--- src/hw/rtl/fhfa_pkg.sv ---
// Package for the free hole fit allocator.
// Holds sequencer states, item, strategy and status codes and the compare flags.
// No dependencies.
`timescale 1ns / 1ps

package fhfa_pkg;

	// Item mode codes
	localparam logic MODE_FREE  = 1'b0;
	localparam logic MODE_ALLOC = 1'b1;

	// Fit strategy codes (the unused code behaves as first fit)
	localparam logic [1:0] FIT_FIRST = 2'd0;
	localparam logic [1:0] FIT_BEST  = 2'd1;
	localparam logic [1:0] FIT_WORST = 2'd2;

	// Result status codes
	localparam logic [1:0] ST_OK    = 2'd0;
	localparam logic [1:0] ST_NOFIT = 2'd1;
	localparam logic [1:0] ST_FULL  = 2'd2;

	// Sequencer states
	typedef enum logic [2:0] {
		S_IDLE,
		S_INS_RD,
		S_INS_CMP,
		S_SRCH_RD,
		S_SRCH_CMP,
		S_REM_RD,
		S_REM_WR,
		S_DONE
	} state_t;

	// Outcome of comparing a table entry size against the key size
	typedef struct packed {
		logic ge;
		logic gt;
		logic lt;
	} cmp_flags_t;

endpackage

--- src/hw/rtl/fhfa_ram.sv ---
// Generic single-write, single-read RAM with registered read data.
// Used for the hole table. No dependencies.
`timescale 1ns / 1ps

module fhfa_ram #(
	parameter int WIDTH = 48,
	parameter int DEPTH = 64
) (
	input  logic                     clk,
	input  logic                     we,
	input  logic [$clog2(DEPTH)-1:0] waddr,
	input  logic [WIDTH-1:0]         wdata,
	input  logic [$clog2(DEPTH)-1:0] raddr,
	output logic [WIDTH-1:0]         rdata
);

	logic [WIDTH-1:0] mem_q [DEPTH];

	// Write port and registered read port
	always_ff @(posedge clk) begin
		if (we) begin
			mem_q[waddr] <= wdata;
		end
		rdata <= mem_q[raddr];
	end

endmodule

--- src/hw/rtl/fhfa_alu.sv ---
// Shared compare, subtract and offset add unit of the allocator.
// Depends on fhfa_pkg for the compare flag struct.
`timescale 1ns / 1ps

module fhfa_alu #(
	parameter int OFFSET_BITS = 32,
	parameter int SIZE_BITS   = 16
) (
	input  logic [OFFSET_BITS-1:0]   entry_off,
	input  logic [SIZE_BITS-1:0]     entry_size,
	input  logic [SIZE_BITS-1:0]     key_size,
	output fhfa_pkg::cmp_flags_t     flags,
	output logic [SIZE_BITS-1:0]     diff,
	output logic [OFFSET_BITS-1:0]   sum_off
);
	import fhfa_pkg::*;

	localparam int SUM_W = OFFSET_BITS + SIZE_BITS;

	logic [SUM_W-1:0] sum_full;

	// Compare entry against key
	always_comb begin
		flags.ge = (entry_size >= key_size);
		flags.gt = (entry_size > key_size);
		flags.lt = (entry_size < key_size);
	end

	// Remainder size after a grant
	assign diff = entry_size - key_size;

	// Remainder offset, wrapping at the offset width
	assign sum_full = SUM_W'(entry_off) + SUM_W'(key_size);
	assign sum_off  = sum_full[OFFSET_BITS-1:0];

endmodule

--- src/hw/rtl/free_hole_fit_allocator.sv ---
// Free hole table allocator with first, best and worst fit.
// Depends on fhfa_pkg, fhfa_ram and fhfa_alu.
//
// Channel   Handshake              Payload
// req       req_valid / req_stall  mode, item_offset, item_size
// rsp       rsp_valid / rsp_stall  status, alloc_offset
// cfg       cfg_valid / cfg_ready  fit_strategy
//
// One item at a time; the table sits in a RAM with one read and one write port.
// Free: appended at the end; under best or worst fit a sorted insert moves entries up.
// Allocate: scan from the front to the first fitting hole, move later entries down, then
// free any remainder. A miss scans all entries, or stops if worst fit rejects the front.
// The result waits in an output register; a new item is taken meanwhile.
// Reset clears state, hole count, index, strategy and response valid; no pass clears the RAM.
`timescale 1ns / 1ps

module free_hole_fit_allocator #(
	parameter int CAPACITY    = 64,
	parameter int OFFSET_BITS = 32,
	parameter int SIZE_BITS   = 16
) (
	input  logic                   clk,
	input  logic                   arst_n,
	// request channel
	input  logic                   req_valid,
	output logic                   req_stall,
	input  logic                   mode,
	input  logic [OFFSET_BITS-1:0] item_offset,
	input  logic [SIZE_BITS-1:0]   item_size,
	// response channel
	output logic                   rsp_valid,
	input  logic                   rsp_stall,
	output logic [1:0]             status,
	output logic [OFFSET_BITS-1:0] alloc_offset,
	// configuration channel
	input  logic                   cfg_valid,
	output logic                   cfg_ready,
	input  logic [1:0]             fit_strategy
);
	import fhfa_pkg::*;

	localparam int IDX_W = $clog2(CAPACITY);
	localparam int CNT_W = $clog2(CAPACITY + 1);
	localparam int ENT_W = OFFSET_BITS + SIZE_BITS;

	state_t state_q, state_d;

	logic [1:0]             strat_q;
	logic [CNT_W-1:0]       count_q;
	logic [CNT_W-1:0]       idx_q;
	logic [OFFSET_BITS-1:0] key_off_q;
	logic [SIZE_BITS-1:0]   key_size_q;
	logic [1:0]             res_status_q;
	logic [OFFSET_BITS-1:0] res_grant_q;
	logic                   rsp_valid_q;
	logic [1:0]             rsp_status_q;
	logic [OFFSET_BITS-1:0] rsp_offset_q;

	logic                   ram_we;
	logic [IDX_W-1:0]       ram_waddr;
	logic [ENT_W-1:0]       ram_wdata;
	logic [IDX_W-1:0]       ram_raddr;
	logic [ENT_W-1:0]       ram_rdata;
	logic [OFFSET_BITS-1:0] rd_off;
	logic [SIZE_BITS-1:0]   rd_size;

	cmp_flags_t             flags;
	logic [SIZE_BITS-1:0]   diff;
	logic [OFFSET_BITS-1:0] sum_off;

	logic                   is_best;
	logic                   is_worst;
	logic                   direct_ins;
	logic                   shift_up;
	logic                   table_full;
	logic                   rem_last;
	logic                   rsp_load;
	logic [CNT_W-1:0]       idx_m1;
	logic [CNT_W-1:0]       idx_p1;

	assign rd_off     = ram_rdata[ENT_W-1:SIZE_BITS];
	assign rd_size    = ram_rdata[SIZE_BITS-1:0];
	assign is_best    = (strat_q == FIT_BEST);
	assign is_worst   = (strat_q == FIT_WORST);
	assign idx_m1     = idx_q - CNT_W'(1);
	assign idx_p1     = idx_q + CNT_W'(1);
	assign direct_ins = (!is_best && !is_worst) || (idx_q == '0);
	assign shift_up   = is_best ? flags.gt : flags.lt;
	assign table_full = (count_q == CNT_W'(CAPACITY));
	assign rem_last   = (idx_p1 >= count_q);

	// Hole table: offset in the upper bits, size in the lower bits
	fhfa_ram #(
		.WIDTH (ENT_W),
		.DEPTH (CAPACITY)
	) u_ram (
		.clk   (clk),
		.we    (ram_we),
		.waddr (ram_waddr),
		.wdata (ram_wdata),
		.raddr (ram_raddr),
		.rdata (ram_rdata)
	);

	// Shared compare and add unit, always fed by the entry just read
	fhfa_alu #(
		.OFFSET_BITS (OFFSET_BITS),
		.SIZE_BITS   (SIZE_BITS)
	) u_alu (
		.entry_off  (rd_off),
		.entry_size (rd_size),
		.key_size   (key_size_q),
		.flags      (flags),
		.diff       (diff),
		.sum_off    (sum_off)
	);

	// Next state and RAM port control
	always_comb begin
		state_d   = state_q;
		ram_we    = 1'b0;
		ram_waddr = idx_q[IDX_W-1:0];
		ram_wdata = {key_off_q, key_size_q};
		ram_raddr = idx_q[IDX_W-1:0];
		rsp_load  = 1'b0;
		case (state_q)
			S_IDLE: begin
				if (req_valid) begin
					if (mode == MODE_ALLOC) begin
						state_d = S_SRCH_RD;
					end else if (table_full) begin
						state_d = S_DONE;
					end else begin
						state_d = S_INS_RD;
					end
				end
			end
			S_INS_RD: begin
				if (direct_ins) begin
					ram_we  = 1'b1;
					state_d = S_DONE;
				end else begin
					ram_raddr = idx_m1[IDX_W-1:0];
					state_d   = S_INS_CMP;
				end
			end
			S_INS_CMP: begin
				ram_we = 1'b1;
				if (shift_up) begin
					ram_wdata = ram_rdata;
					state_d   = S_INS_RD;
				end else begin
					state_d = S_DONE;
				end
			end
			S_SRCH_RD: begin
				if (idx_q == count_q) begin
					state_d = S_DONE;
				end else begin
					state_d = S_SRCH_CMP;
				end
			end
			S_SRCH_CMP: begin
				if (flags.ge) begin
					state_d = S_REM_RD;
				end else if (is_worst) begin
					state_d = S_DONE;
				end else begin
					state_d = S_SRCH_RD;
				end
			end
			S_REM_RD: begin
				if (rem_last) begin
					state_d = (key_size_q != '0) ? S_INS_RD : S_DONE;
				end else begin
					ram_raddr = idx_p1[IDX_W-1:0];
					state_d   = S_REM_WR;
				end
			end
			S_REM_WR: begin
				ram_we    = 1'b1;
				ram_wdata = ram_rdata;
				state_d   = S_REM_RD;
			end
			S_DONE: begin
				if (!rsp_valid_q || !rsp_stall) begin
					rsp_load = 1'b1;
					state_d  = S_IDLE;
				end
			end
			default: begin
				state_d = S_IDLE;
			end
		endcase
	end

	// Control registers: state, hole count, scan index, strategy, response valid
	always_ff @(posedge clk or negedge arst_n) begin
		if (!arst_n) begin
			state_q     <= S_IDLE;
			count_q     <= '0;
			idx_q       <= '0;
			strat_q     <= FIT_FIRST;
			rsp_valid_q <= 1'b0;
		end else begin
			state_q <= state_d;
			if (cfg_valid) begin
				strat_q <= fit_strategy;
			end
			if (rsp_load) begin
				rsp_valid_q <= 1'b1;
			end else if (!rsp_stall) begin
				rsp_valid_q <= 1'b0;
			end
			case (state_q)
				S_IDLE: begin
					if (req_valid) begin
						idx_q <= (mode == MODE_ALLOC) ? '0 : count_q;
					end
				end
				S_INS_RD: begin
					if (direct_ins) begin
						count_q <= count_q + CNT_W'(1);
					end
				end
				S_INS_CMP: begin
					if (shift_up) begin
						idx_q <= idx_m1;
					end else begin
						count_q <= count_q + CNT_W'(1);
					end
				end
				S_SRCH_CMP: begin
					if (!flags.ge && !is_worst) begin
						idx_q <= idx_p1;
					end
				end
				S_REM_RD: begin
					if (rem_last) begin
						count_q <= count_q - CNT_W'(1);
						idx_q   <= count_q - CNT_W'(1);
					end
				end
				S_REM_WR: begin
					idx_q <= idx_p1;
				end
				default: begin
				end
			endcase
		end
	end

	// Payload registers: key hole, pending result, response output
	always_ff @(posedge clk) begin
		if (rsp_load) begin
			rsp_status_q <= res_status_q;
			rsp_offset_q <= res_grant_q;
		end
		case (state_q)
			S_IDLE: begin
				if (req_valid) begin
					key_off_q    <= item_offset;
					key_size_q   <= item_size;
					res_grant_q  <= '0;
					res_status_q <= (mode == MODE_FREE && table_full) ? ST_FULL : ST_OK;
				end
			end
			S_SRCH_RD: begin
				if (idx_q == count_q) begin
					res_status_q <= ST_NOFIT;
				end
			end
			S_SRCH_CMP: begin
				if (flags.ge) begin
					// take the hole; keep the remainder as the next key
					key_off_q   <= sum_off;
					key_size_q  <= diff;
					res_grant_q <= rd_off;
				end else if (is_worst) begin
					res_status_q <= ST_NOFIT;
				end
			end
			default: begin
			end
		endcase
	end

	assign req_stall    = (state_q != S_IDLE);
	assign cfg_ready    = 1'b1;
	assign rsp_valid    = rsp_valid_q;
	assign status       = rsp_status_q;
	assign alloc_offset = rsp_offset_q;

endmodule

--- config.mk ---
export PLATFORM = sky130hd
export DESIGN_NAME = free_hole_fit_allocator
export DESIGN_NICKNAME = d
export VERILOG_FILES = /design/src/hw/rtl/fhfa_pkg.sv /design/src/hw/rtl/fhfa_ram.sv /design/src/hw/rtl/fhfa_alu.sv /design/src/hw/rtl/free_hole_fit_allocator.sv
export SDC_FILE = /design/constraint.sdc
export NUM_CORES = 2
export LEC_CHECK = 0
export ABC_AREA = 1
export ABC_CLOCK_PERIOD_IN_PS = 5300
export BUFFER_PORTS_ARGS = -buffer_cell sky130_fd_sc_hd__buf_4
export CORE_ASPECT_RATIO = 1.2
export CORE_MARGIN = 1
export CORE_UTILIZATION = 32
export DETAILED_ROUTE_END_ITERATION = 7
export PLACE_DENSITY = 0.47
export SLEW_MARGIN = 20
export SYNTH_ARGS = -nofsm -noshare
export SYNTH_HDL_FRONTEND = slang
export SYNTH_SLANG_ARGS = --single-unit
--- constraint.sdc ---
create_clock -name clk -period 5.3 [get_ports clk]
set_input_delay 0.53 -clock clk [delete_from_list [all_inputs] [get_ports clk]]
set_output_delay 0.53 -clock clk [all_outputs]
set_load 0.005 [all_outputs]
==> out/metrics.cfg <==
[run_status]
outcome=complete, no violations

[drt]
ant_nets=0
first_pass_iters=6
top_layer=met5
met1Wirelength_um=198100
drc=0
wl_um=461100
vias=94330
drt-initial-drc-count=8362
wl_per_cell_um=24.55
viasPerCell=5.021
met2_length_um=224300
wl_met3_um=28240

[clock_tree]
clock-sinks=3256
root_buffer=clkbuf_16
insertion_delay_ns=0.94
cts_tree=done
cts_inserted_buffers=333
clk_path_buf_depth=4
cts_max_level=5
clk_pin_slew_ns=0.06

[synthesis]
synthesis.area_um2=137000
synth_cell_type_count=54
syn_nets=12740
seq_area_frac_synth=0.7095
synthArstFlopShare=0.006143
synth_area_per_cell_um2=10.84
yosys_warnings=0
synth_seq_cells=3256
synth_enable_flop_cells=3188
netlist_instances=12640
synthFlopType=edfxtp_1

[grt]
track_usage=0.2091
gr-total-overflow=0
grt_max_degree=112
grt_pass1_vias=90660
grt_pass1_wl_um=661100
antenna_found_initial=21

[finish]
stdcell_area_um2=158900
nets=12940
syn_to_final_growth_pct=16.01
final_cells=18790
final_cell_mix=nand2_1 (5965), edfxtp_1 (3188), nand3_1 (1995), buf_4 (381), clkbuf_16 (344)
final_common_cell=nand2_1
drive_above_1_share=0.08954

[die]
dieArea_um2=430700
core_area_um2=425200
rows=262
ioPinCount=93
start_util=0.3222
die_x_um=599.3
die_y_um=718.7

[critical_path]
critPathMaxFanout=94
required_ns=6.12
cp.arrival_ns=5.94
worstRegToRegCells=22
crit_type=register to register
worst_setup_path_end_kind=register
cp-start-kind=register
slowest_stage=dfrtp_2
cp_common_cell=nand2_1
slowest_delay_ns=0.53
crit_chain=inv_2, nor2_2, nand2_1, a221oi_4, ha_1, nand2_1, inv_1, a21oi_1, nand3_4, nand2_4, nand2_8, nand2_8, buf_4, buf_16, nand2_1, nand2_1, nand2_1, nand3_1, nand3_1, nand3_1, nand3_1, nand2_1

[sta]
fmax_mhz=195.3
period_share=0.9663
fin_crit_ns=5.121
skew_ns=0.05260
fin_ws_ns=0.1788
finalHoldViolCount=0
grt_setup_unrepaired=no
setup_viol=0
hold_ws_ns=0.04679
worst_slew_pin_slew_ns=1.155
final_max_slew_viol_count=0
relSlewSlack=0.2279

[power_and_ir_drop]
p_leak_nw=60.58
p_per_area_nw_per_um2=726.2
power_mw=115.4
ir_worst_vdd_mv=0.6413

[placement]
place.gp.congestion=0.8251
dp.final_hpwl_um=255600
placed_cell_area_um2=147600
portBuffers=91
place_ws_ns=-0.2704
placed_cells=18110

[flow_run]
max_cap_viol_count=0

[worst_hold_path]
holdPathStages=3
min_path_type=input port to register

## report_power, final
group | switching, mW | total [mW] | internal [mW]
combinational | 40.7 | 55.9 | 15.2
sequential | 1.22 | 36.0 | 34.8
clock | 10.2 | 23.5 | 13.3
total | 52.1 | 115 | 63.4
## state kept, by name (all words and copies together), names as in the netlist
| register | count |
|---|---|
| key_off_q | 32 |
| u_ram.rdata | 48 |
| res_status_q | 2 |
| status | 2 |
| count_q | 7 |
| strat_q | 2 |
| alloc_offset | 32 |
| res_grant_q | 32 |
| u_ram.mem_q | 3072 |
| idx_q | 7 |
| rsp_valid | 1 |
| state_q | 3 |
| key_size_q | 16 |
## cell usage after synthesis, drive strengths merged, types with 2 or more instances
cell / instances / area share
a211oi: 4 / 0.00022
a21o: 4 / 0.00022
a21oi: 42 / 0.0016
a221oi: 2 / 0.00013
a22oi: 4 / 0.00022
a31oi: 9 / 0.00041
buf: 575 / 0.022
clkbuf: 182 / 0.0050
dfrtp: 20 / 0.0037
dfxtp: 48 / 0.0070
edfxtp: 3188 / 0.70
fa: 2 / 0.00029
ha: 46 / 0.0042
inv: 130 / 0.0036
nand2: 6016 / 0.17
nand3: 2010 / 0.074
nand3b: 3 / 0.00016
nand4: 16 / 0.00073
nor2: 170 / 0.0049
nor3: 16 / 0.00062
nor4: 5 / 0.00023
nor4b: 2 / 0.00013
o2111ai: 4 / 0.00026
o211ai: 10 / 0.00058
o21ai: 73 / 0.0027
o31ai: 5 / 0.00027
or2: 7 / 0.00032
xnor2: 12 / 0.00077
xor2: 25 / 0.0016
## cell families (layout without fill, tap and decap cells)
| logic type | count (synthesis) | after routing | synth area share |
|---|---|---|---|
| adder cells (fa/ha/maj) | 48 | 48 | 0.004494 |
| other | 1 | 10 | 0.00002737 |
| buffers and inverters | 888 | 1346 | 0.03075 |
| AO/OA/AOI/OAI | 164 | 164 | 0.006960 |
| flip-flops | 3256 | 3256 | 0.7095 |
| XOR/XNOR | 37 | 37 | 0.002366 |
| AND/OR/NAND/NOR | 8246 | 8249 | 0.2459 |
## through the flow
stage	util	setup TNS (ns)
detailed placement	0.3470	-1.535
global placement	0.3470	-0.4788
floorplan	-	-108.92
finish	0.3738	0
global route	0.3737	0
CTS	0.3734	0
## layout make-up
type                    count  area, um2
multi-input cells        8499      36480
clock buffers             455       9165
flip-flops and latches   3256      97200
diodes                      9      22.52
clock inverters           143       1380
repair buffers            617       7062
fillers                 41620     266300
well taps                5676       7102
inverters                 131      513.0
## layer usage
metal	track usage	up-vias
met1	0.2818	47440
met2	0.3548	2849
li1	-	43470
met4	0.04874	2
met3	0.02926	576
met5	0	-
## what timing repair did
action,in CTS,in global routing
endpoints found under the setup margin,15,37
resized for setup,4,19
cloned,2,1
hold endpoints to repair,70,0
pin swaps,2,1
setup buffers,10,2
hold buffers,52,0
## worst max-delay path: cells and delay by family, from the launching register on
family	cells	cell delay, ns
buffers and inverters	4	0.69
AO/OA/AOI/OAI	2	0.59
AND/OR/NAND/NOR	15	2.67
adder cells (fa/ha/maj)	1	0.30
flip-flops	1	0.53
## path summary, 6_finish.rpt
path / startpoint / end / slack [ns]
max: idx_q[0] / u_ram.rdata[8] / 0.18
min: item_offset[11] / key_off_q[11] / 0.05
max reg2reg: idx_q[0] / u_ram.rdata[8] / 0.18
min reg2reg: res_grant_q[29] / alloc_offset[29] / 0.42
max in group asynchronous: arst_n / idx_q[0] / 4.62
min in group asynchronous: arst_n / state_q[0] / 0.40
No activity file was read; power rests on OpenSTA's default activity.
